--- config.mk ---
export PLATFORM = sky130hd
export DESIGN_NAME = sdce_qmul
export DESIGN_NICKNAME = d
export VERILOG_FILES = /design/src/hdl/sdce_pkg.sv /design/src/hdl/sdce_qmul.sv
export SDC_FILE = /design/constraint.sdc
export NUM_CORES = 2
export LEC_CHECK = 0
export BUFFER_PORTS_ARGS = -buffer_cell sky130_fd_sc_hd__buf_2
export CAP_MARGIN = 10
export CORE_MARGIN = 5
export CORE_UTILIZATION = 32
export DETAILED_ROUTE_END_ITERATION = 10
export PLACE_DENSITY = 0.57
export SLEW_MARGIN = 30
export SYNTH_ARGS = -nofsm -noshare
export SYNTH_HDL_FRONTEND = slang
export SYNTH_SLANG_ARGS = --single-unit
--- constraint.sdc ---
create_clock -name clk -period 2.2 [get_ports clk]
set_input_delay 0.22 -clock clk [delete_from_list [all_inputs] [get_ports clk]]
set_output_delay 0.22 -clock clk [all_outputs]
set_load 0.1 [all_outputs]
--- src/hdl/sdce_pkg.sv ---
// Shared types, widths and the Q16.16 saturation helper of the DOF expander.
package sdce_pkg;

	localparam int DOF_W  = 13;
	localparam int COL_W  = 12;
	localparam int POS_W  = 14;
	localparam int FREE_W = 12;
	localparam int VAL_W  = 32;
	localparam int PROD_W = 2 * VAL_W;

	// request codes of an input item
	typedef enum logic [1:0] {
		REQ_LOAD_OFFSET = 2'd0,
		REQ_LOAD_ENTRY  = 2'd1,
		REQ_NONZERO     = 2'd2,
		REQ_RHS         = 2'd3
	} req_t;

	// one expansion table entry
	typedef struct packed {
		logic [FREE_W-1:0]       free;
		logic signed [VAL_W-1:0] w;
	} ent_t;

	// routing and flags that travel with a product
	typedef struct packed {
		logic              vld;
		logic [FREE_W-1:0] row;
		logic [FREE_W-1:0] col;
		logic              rhs;
		logic              ovf;
		logic              last;
	} tag_t;

	// saturated Q16.16 product
	typedef struct packed {
		logic                    sat;
		logic signed [VAL_W-1:0] val;
	} qres_t;

	// Shift a full product right by 16 (floor) and clip to 32 bits.
	function automatic qres_t qsat(input logic signed [PROD_W-1:0] p);
		qres_t r;
		r.sat = (p[PROD_W-1:47] != {(PROD_W-47){p[PROD_W-1]}});
		if (r.sat) begin
			r.val = p[PROD_W-1] ? 32'sh8000_0000 : 32'sh7fff_ffff;
		end else begin
			r.val = p[47:16];
		end
		return r;
	endfunction

endpackage

--- src/hdl/sdce_qmul.sv ---
// Registered Q16.16 multiplier with saturation and result output stage.
module sdce_qmul
	import sdce_pkg::*;
(
	input  logic                    clk,
	input  logic                    arst_n,
	input  logic signed [VAL_W-1:0] a,
	input  logic signed [VAL_W-1:0] b,
	input  tag_t                    tag,
	output qres_t                   q,
	output tag_t                    res_tag,
	output logic signed [VAL_W-1:0] res_val
);

	logic signed [PROD_W-1:0] prod;
	logic signed [PROD_W-1:0] p_s1;
	tag_t                     tag_s1;
	tag_t                     tag_s2;
	logic signed [VAL_W-1:0]  val_s2;

	assign prod = a * b;

	// register the exact product and its tag
	always_ff @(posedge clk or negedge arst_n) begin
		if (!arst_n) begin
			p_s1   <= '0;
			tag_s1 <= '0;
		end else begin
			p_s1   <= prod;
			tag_s1 <= tag;
		end
	end

	// saturate the held product
	assign q = qsat(p_s1);

	// drive the result item for one cycle
	always_ff @(posedge clk or negedge arst_n) begin
		if (!arst_n) begin
			tag_s2 <= '0;
			val_s2 <= '0;
		end else begin
			tag_s2 <= '{vld: tag_s1.vld, row: tag_s1.row, col: tag_s1.col, rhs: tag_s1.rhs,
				ovf: tag_s1.ovf | q.sat, last: tag_s1.last};
			val_s2 <= q.val;
		end
	end

	assign res_tag = tag_s2;
	assign res_val = val_s2;

endmodule

Yosys cells after proc, flatten, opt, wreduce, memory -nomap -nowiden
Cells that the tools add are included.
W data, S select, Z words.

cells by class
  multiply operators = 1
  eq/ne operators = 1
  multiplexer cells = 2
  bitwise gates (word level) = 1

operators by type and width
  cell              count
  $mul A32 B32 Y64  1
  $mux W32          2
  $ne A16 B16 Y1    1
  $or A1 B1 Y1      1

storage, ports and cells
  register bits = 152
  output and inout bits = 93
  word-level logic and storage cells = 19

Longest topological paths before layout
  word-level depth = 2
  gate-level depth with buffers = 27
  mapped depth without buffers = 26

Worst setup path before layout
OpenSTA, ideal clock, no wires.

  path type = in2reg
  start point = in b[2]
  end point = reg p_s1[63]
  data arrival time = 7294 ps
  required time = 2104 ps
  slack = -5190 ps
  cell stages on the path = 24
  cell sequence = clkbuf_1 nand2_1 inv_1 fa_1 fa_1 fa_1 fa_1 inv_1 fa_1 inv_1 fa_1 inv_1 fa_1 fa_1 inv_1 ha_1 clkbuf_1 nand3_1 nor2_1 nand3_1 and3_1 and2_4 o311a_1 a311oi_2

on the way
  cells in the longest elaborated chain, start to end = 1

ends and longest elaborated chain
  element                 RTL line         text
  start: declaration      sdce_qmul.sv:8   input logic signed [VAL_W-1:0] b,
  $mul A32 B32 Y64        sdce_qmul.sv:21  assign prod = a * b;
  named net prod[63]      sdce_qmul.sv:15  logic signed [PROD_W-1:0] prod;
  end signal: assignment  sdce_qmul.sv:29  p_s1 <= prod;
  end: declaration        sdce_qmul.sv:16  logic signed [PROD_W-1:0] p_s1;

The timed path passes the listed nets, and every way through them passes these cells.

Worst setup path after layout
  start point = in a[10]
  end point = reg p_s1[60]

on the way
  cells in the longest elaborated chain, start to end = 1

ends and longest elaborated chain
  element             RTL line         text
  start: declaration  sdce_qmul.sv:7   input logic signed [VAL_W-1:0] a,
  $mul A32 B32 Y64    sdce_qmul.sv:21
  named net prod[60]  sdce_qmul.sv:15

The timed path passes the listed nets, and every way through them passes these cells.

==> impl_metrics.tcl <==
set metrics [dict create \
    status "finished, violations left" \
    violations "setup timing" \
    yosys_warnings 0 \
    crit_top_cell "fa_1" \
    fin_ws_ns -4.71 \
    clk_pin_slew_ns 0.06 \
    synthDistinctLibCells 62 \
    fillers 12000 \
    num-nets-final 5899 \
    tns_ns -208.09 \
    arrival_ns 7.26 \
    gr-total-overflow 0 \
    fmax_ghz 0.145 \
    max_cap_viol_count 0 \
    maxSlewViolCount 0 \
    finish.instance_area_mm2 0.0500 \
    path_max_fanout 6 \
    synthCells 3988 \
    worst_pin_slew_ns 0.620 \
    core.rowCount 128 \
    io_pins 187 \
    io_buffers 186 \
    path_buf_inv 6 \
    die_y_um 361 \
    rsz0062_at_grt "true" \
    drc 0 \
    setup_viol 80 \
    clk-insertion-delay-late_ns 0.45 \
    antenna_found_initial 1 \
    root_buffer "clkbuf_16" \
    cts_num_sinks 136 \
    num_vias 28200 \
    die_w_um 361 \
    r2r_slack_ns 0.47 \
    multi_input_area_mm2 0.0332 \
    async_flop_share_pct 100 \
    grt_max_degree 63 \
    drt-total-wl_um 110000 \
    dieArea_mm2 0.130 \
    clock_path_buffers 2 \
    fin_worst_skew_ns 0.0151 \
    r2r_cells 7 \
    grtUsageTotal_pct 16.8 \
    r2r_start "p_s1[63]" \
    startpoint "a[10]" \
    whs_ns 0.227 \
    initial_core_util_pct 32.3 \
    grt_first_pass_wirelength_um 174000 \
    synth_edf_count 0 \
    cp-end-kind "register" \
    worstSetupPathType "input pin to register" \
    avgViaCountPerCell 4.56 \
    regArea_mm2 0.00340 \
    layout-drive-gt1-share_pct 23.9 \
    postLayoutCoreUtil_pct 41.0 \
    crit_family "adder cells" \
    min_period_ns 6.91 \
    dpl.hpwl_um 93800 \
    dr.pass1.iters 5 \
    synth-seq-cells 136 \
    synth.net_count 5343 \
    relSlewSlack_pct 58.5 \
    drtAntennaViolNets 0 \
    slowest_delay_ns 0.61 \
    yosysSeqAreaShare_pct 8.63 \
    postPlaceCellArea_mm2 0.0464 \
    r2r-end "res_val[12]" \
    cts_max_level 4 \
    post-route-period-util_pct 314 \
    cpMaxStageDelayCell "fa_2" \
    grt_pass1_vias 31700 \
    cts_tree "yes" \
    min-delay-path-class "input pin to async pin" \
    synth_top_flop_cell "dfrtp_1" \
    hold_viol 0 \
    syn-cell-area_mm2 0.0394 \
    gp_congestion 0.862 \
    cp.required_ns 2.55 \
    crit_chain "buf_12 -> buf_12 -> buf_6 -> and2_4 -> fa_1 -> inv_2 -> fa_1 -> inv_2 -> fa_1 -> fa_1 -> fa_2 -> fa_2 -> fa_1 -> fa_1 -> ha_4 -> buf_4 -> nand4_1 -> or3_4 -> a2111oi_4 -> o2111ai_2 -> and2_4 -> o21a_1 -> o311ai_2" \
    worstSetupEndpoint "p_s1[60]" \
    wl_per_cell_um 17.8 \
    syn_area_per_cell_um2 9.89 \
    drt_iter0_drc 1277 \
    syn_to_final_growth_pct 26.8 \
    cts_buffers 17 \
    core_mm2 0.122 \
    worst_setup_path_start_kind "input pin" \
    critical_path_depth 23 \
]
==> worst reg2reg max path, cell delays in order, from the launching register on <==
cell	delay, ns
dfrtp_1	0.48
nand3_1	0.12
nor3_1	0.19
a31oi_2	0.10
nor2_2	0.21
nor2_2	0.07
buf_12	0.17
a21o_2	0.27
==> layer usage <==
layer | track usage, % | vias to the layer above | part of all wire [%]
met1 | 21.2 | 15000 | 40
met5 | 0 | - | 0
met3 | 1.89 | 159 | 3.8
met2 | 30.5 | 543 | 52
li1 | - | 12500 | -
met4 | 4.55 | 0 | 3.9
==> cells in the final DEF, fill, tap and decap left out, drive strengths merged, types with 3 or more instances in the layout <==
cell type    instances
fa                1081
inv                973
buf                709
and2               511
nand2              509
ha                 180
dfrtp              136
a21oi               62
a21o                58
xnor2               44
nor2                43
dlygate4sd3         29
clkbuf              27
o21ai               25
nand3               17
nand4               16
xor2                15
o21bai              13
nor3                10
a31oi               10
nand2b               7
o21a                 7
and3                 6
bufinv               5
clkinvlp             4
o211ai               4
clkinv               4
a2111oi              3
nand4b               3
a21boi               3
a221oi               3
nor4                 3
nor2b                3
o2111ai              3
and4                 3
a211oi               3
or2                  3
==> layout make-up <==
type	instances	share of cell area, %
Sequential cell	136	6.80
Clock buffer	18	0.878
Clock inverter	14	0.443
Antenna cell	2	0.0100
Timing Repair Buffer	747	14.1
Tap cell	1625	4.07
Inverter	972	7.32
Multi-Input combinational cell	2670	66.4
==> per-stage QoR <==
stage	setup slack [ns]	cells
2_1_floorplan	-4.80	3988
3_3_place_gp	-5.35	6054
3_5_place_dp	-5.50	6054
4_1_cts	-4.57	6138
5_1_grt	-4.79	6183
6_report	-4.71	6184
==> how the worst min path moves through the flow <==
stage,startpoint,end,slack (ns)
floorplan,arst_n,p_s1[16],-0.08
global placement,arst_n,res_tag[11],0.13
detailed placement,arst_n,res_tag[11],0.14
CTS,arst_n,res_tag[11],0.20
global route,arst_n,res_tag[11],0.23
finish,arst_n,res_tag[11],0.23
==> cells by family (layout without fill, tap and decap cells) <==
group	after synthesis	count (layout)	share of synthesized area, %
compound gates	210	210	3.61
xor+xnor	59	59	1.31
fa+ha+maj	1261	1261	60.6
buf+inv	1182	1751	11.3
flops	136	136	8.63
other cells	0	2	0
simple gates	1140	1140	14.6
==> synth_stat cells, types with 13 or more instances <==
cell | instances | area (um^2)
a21o_1 | 58 | 435
a21oi_1 | 62 | 310
and2_1 | 510 | 3190
clkbuf_1 | 203 | 762
dfrtp_1 | 136 | 3400
fa_1 | 1081 | 21600
ha_1 | 180 | 2250
inv_1 | 972 | 3650
nand2_1 | 508 | 1910
nand3_1 | 17 | 85.1
nand4_1 | 16 | 100
nor2_1 | 43 | 161
o21ai_0 | 16 | 80.1
o21bai_1 | 13 | 97.6
xnor2_1 | 44 | 385
xor2_1 | 15 | 131
==> sequential cells by signal, indices dropped and copies added, names as in the netlist <==
name	count
p_s1	48
res_val	32
res_tag	28
tag_s1	28
==> repair_timing <==
item,CTS,global route
setup endpoints to repair,80,80
pin swaps,81,166
hold buffers,29,0
setup buffers,23,44
hold endpoints to repair,60,0
resized for setup,255,238
cloned,1,8
Power is left out: the tool's default activity adds up to more than one toggle a clock period on the data nets, which glitch-free logic cannot reach.
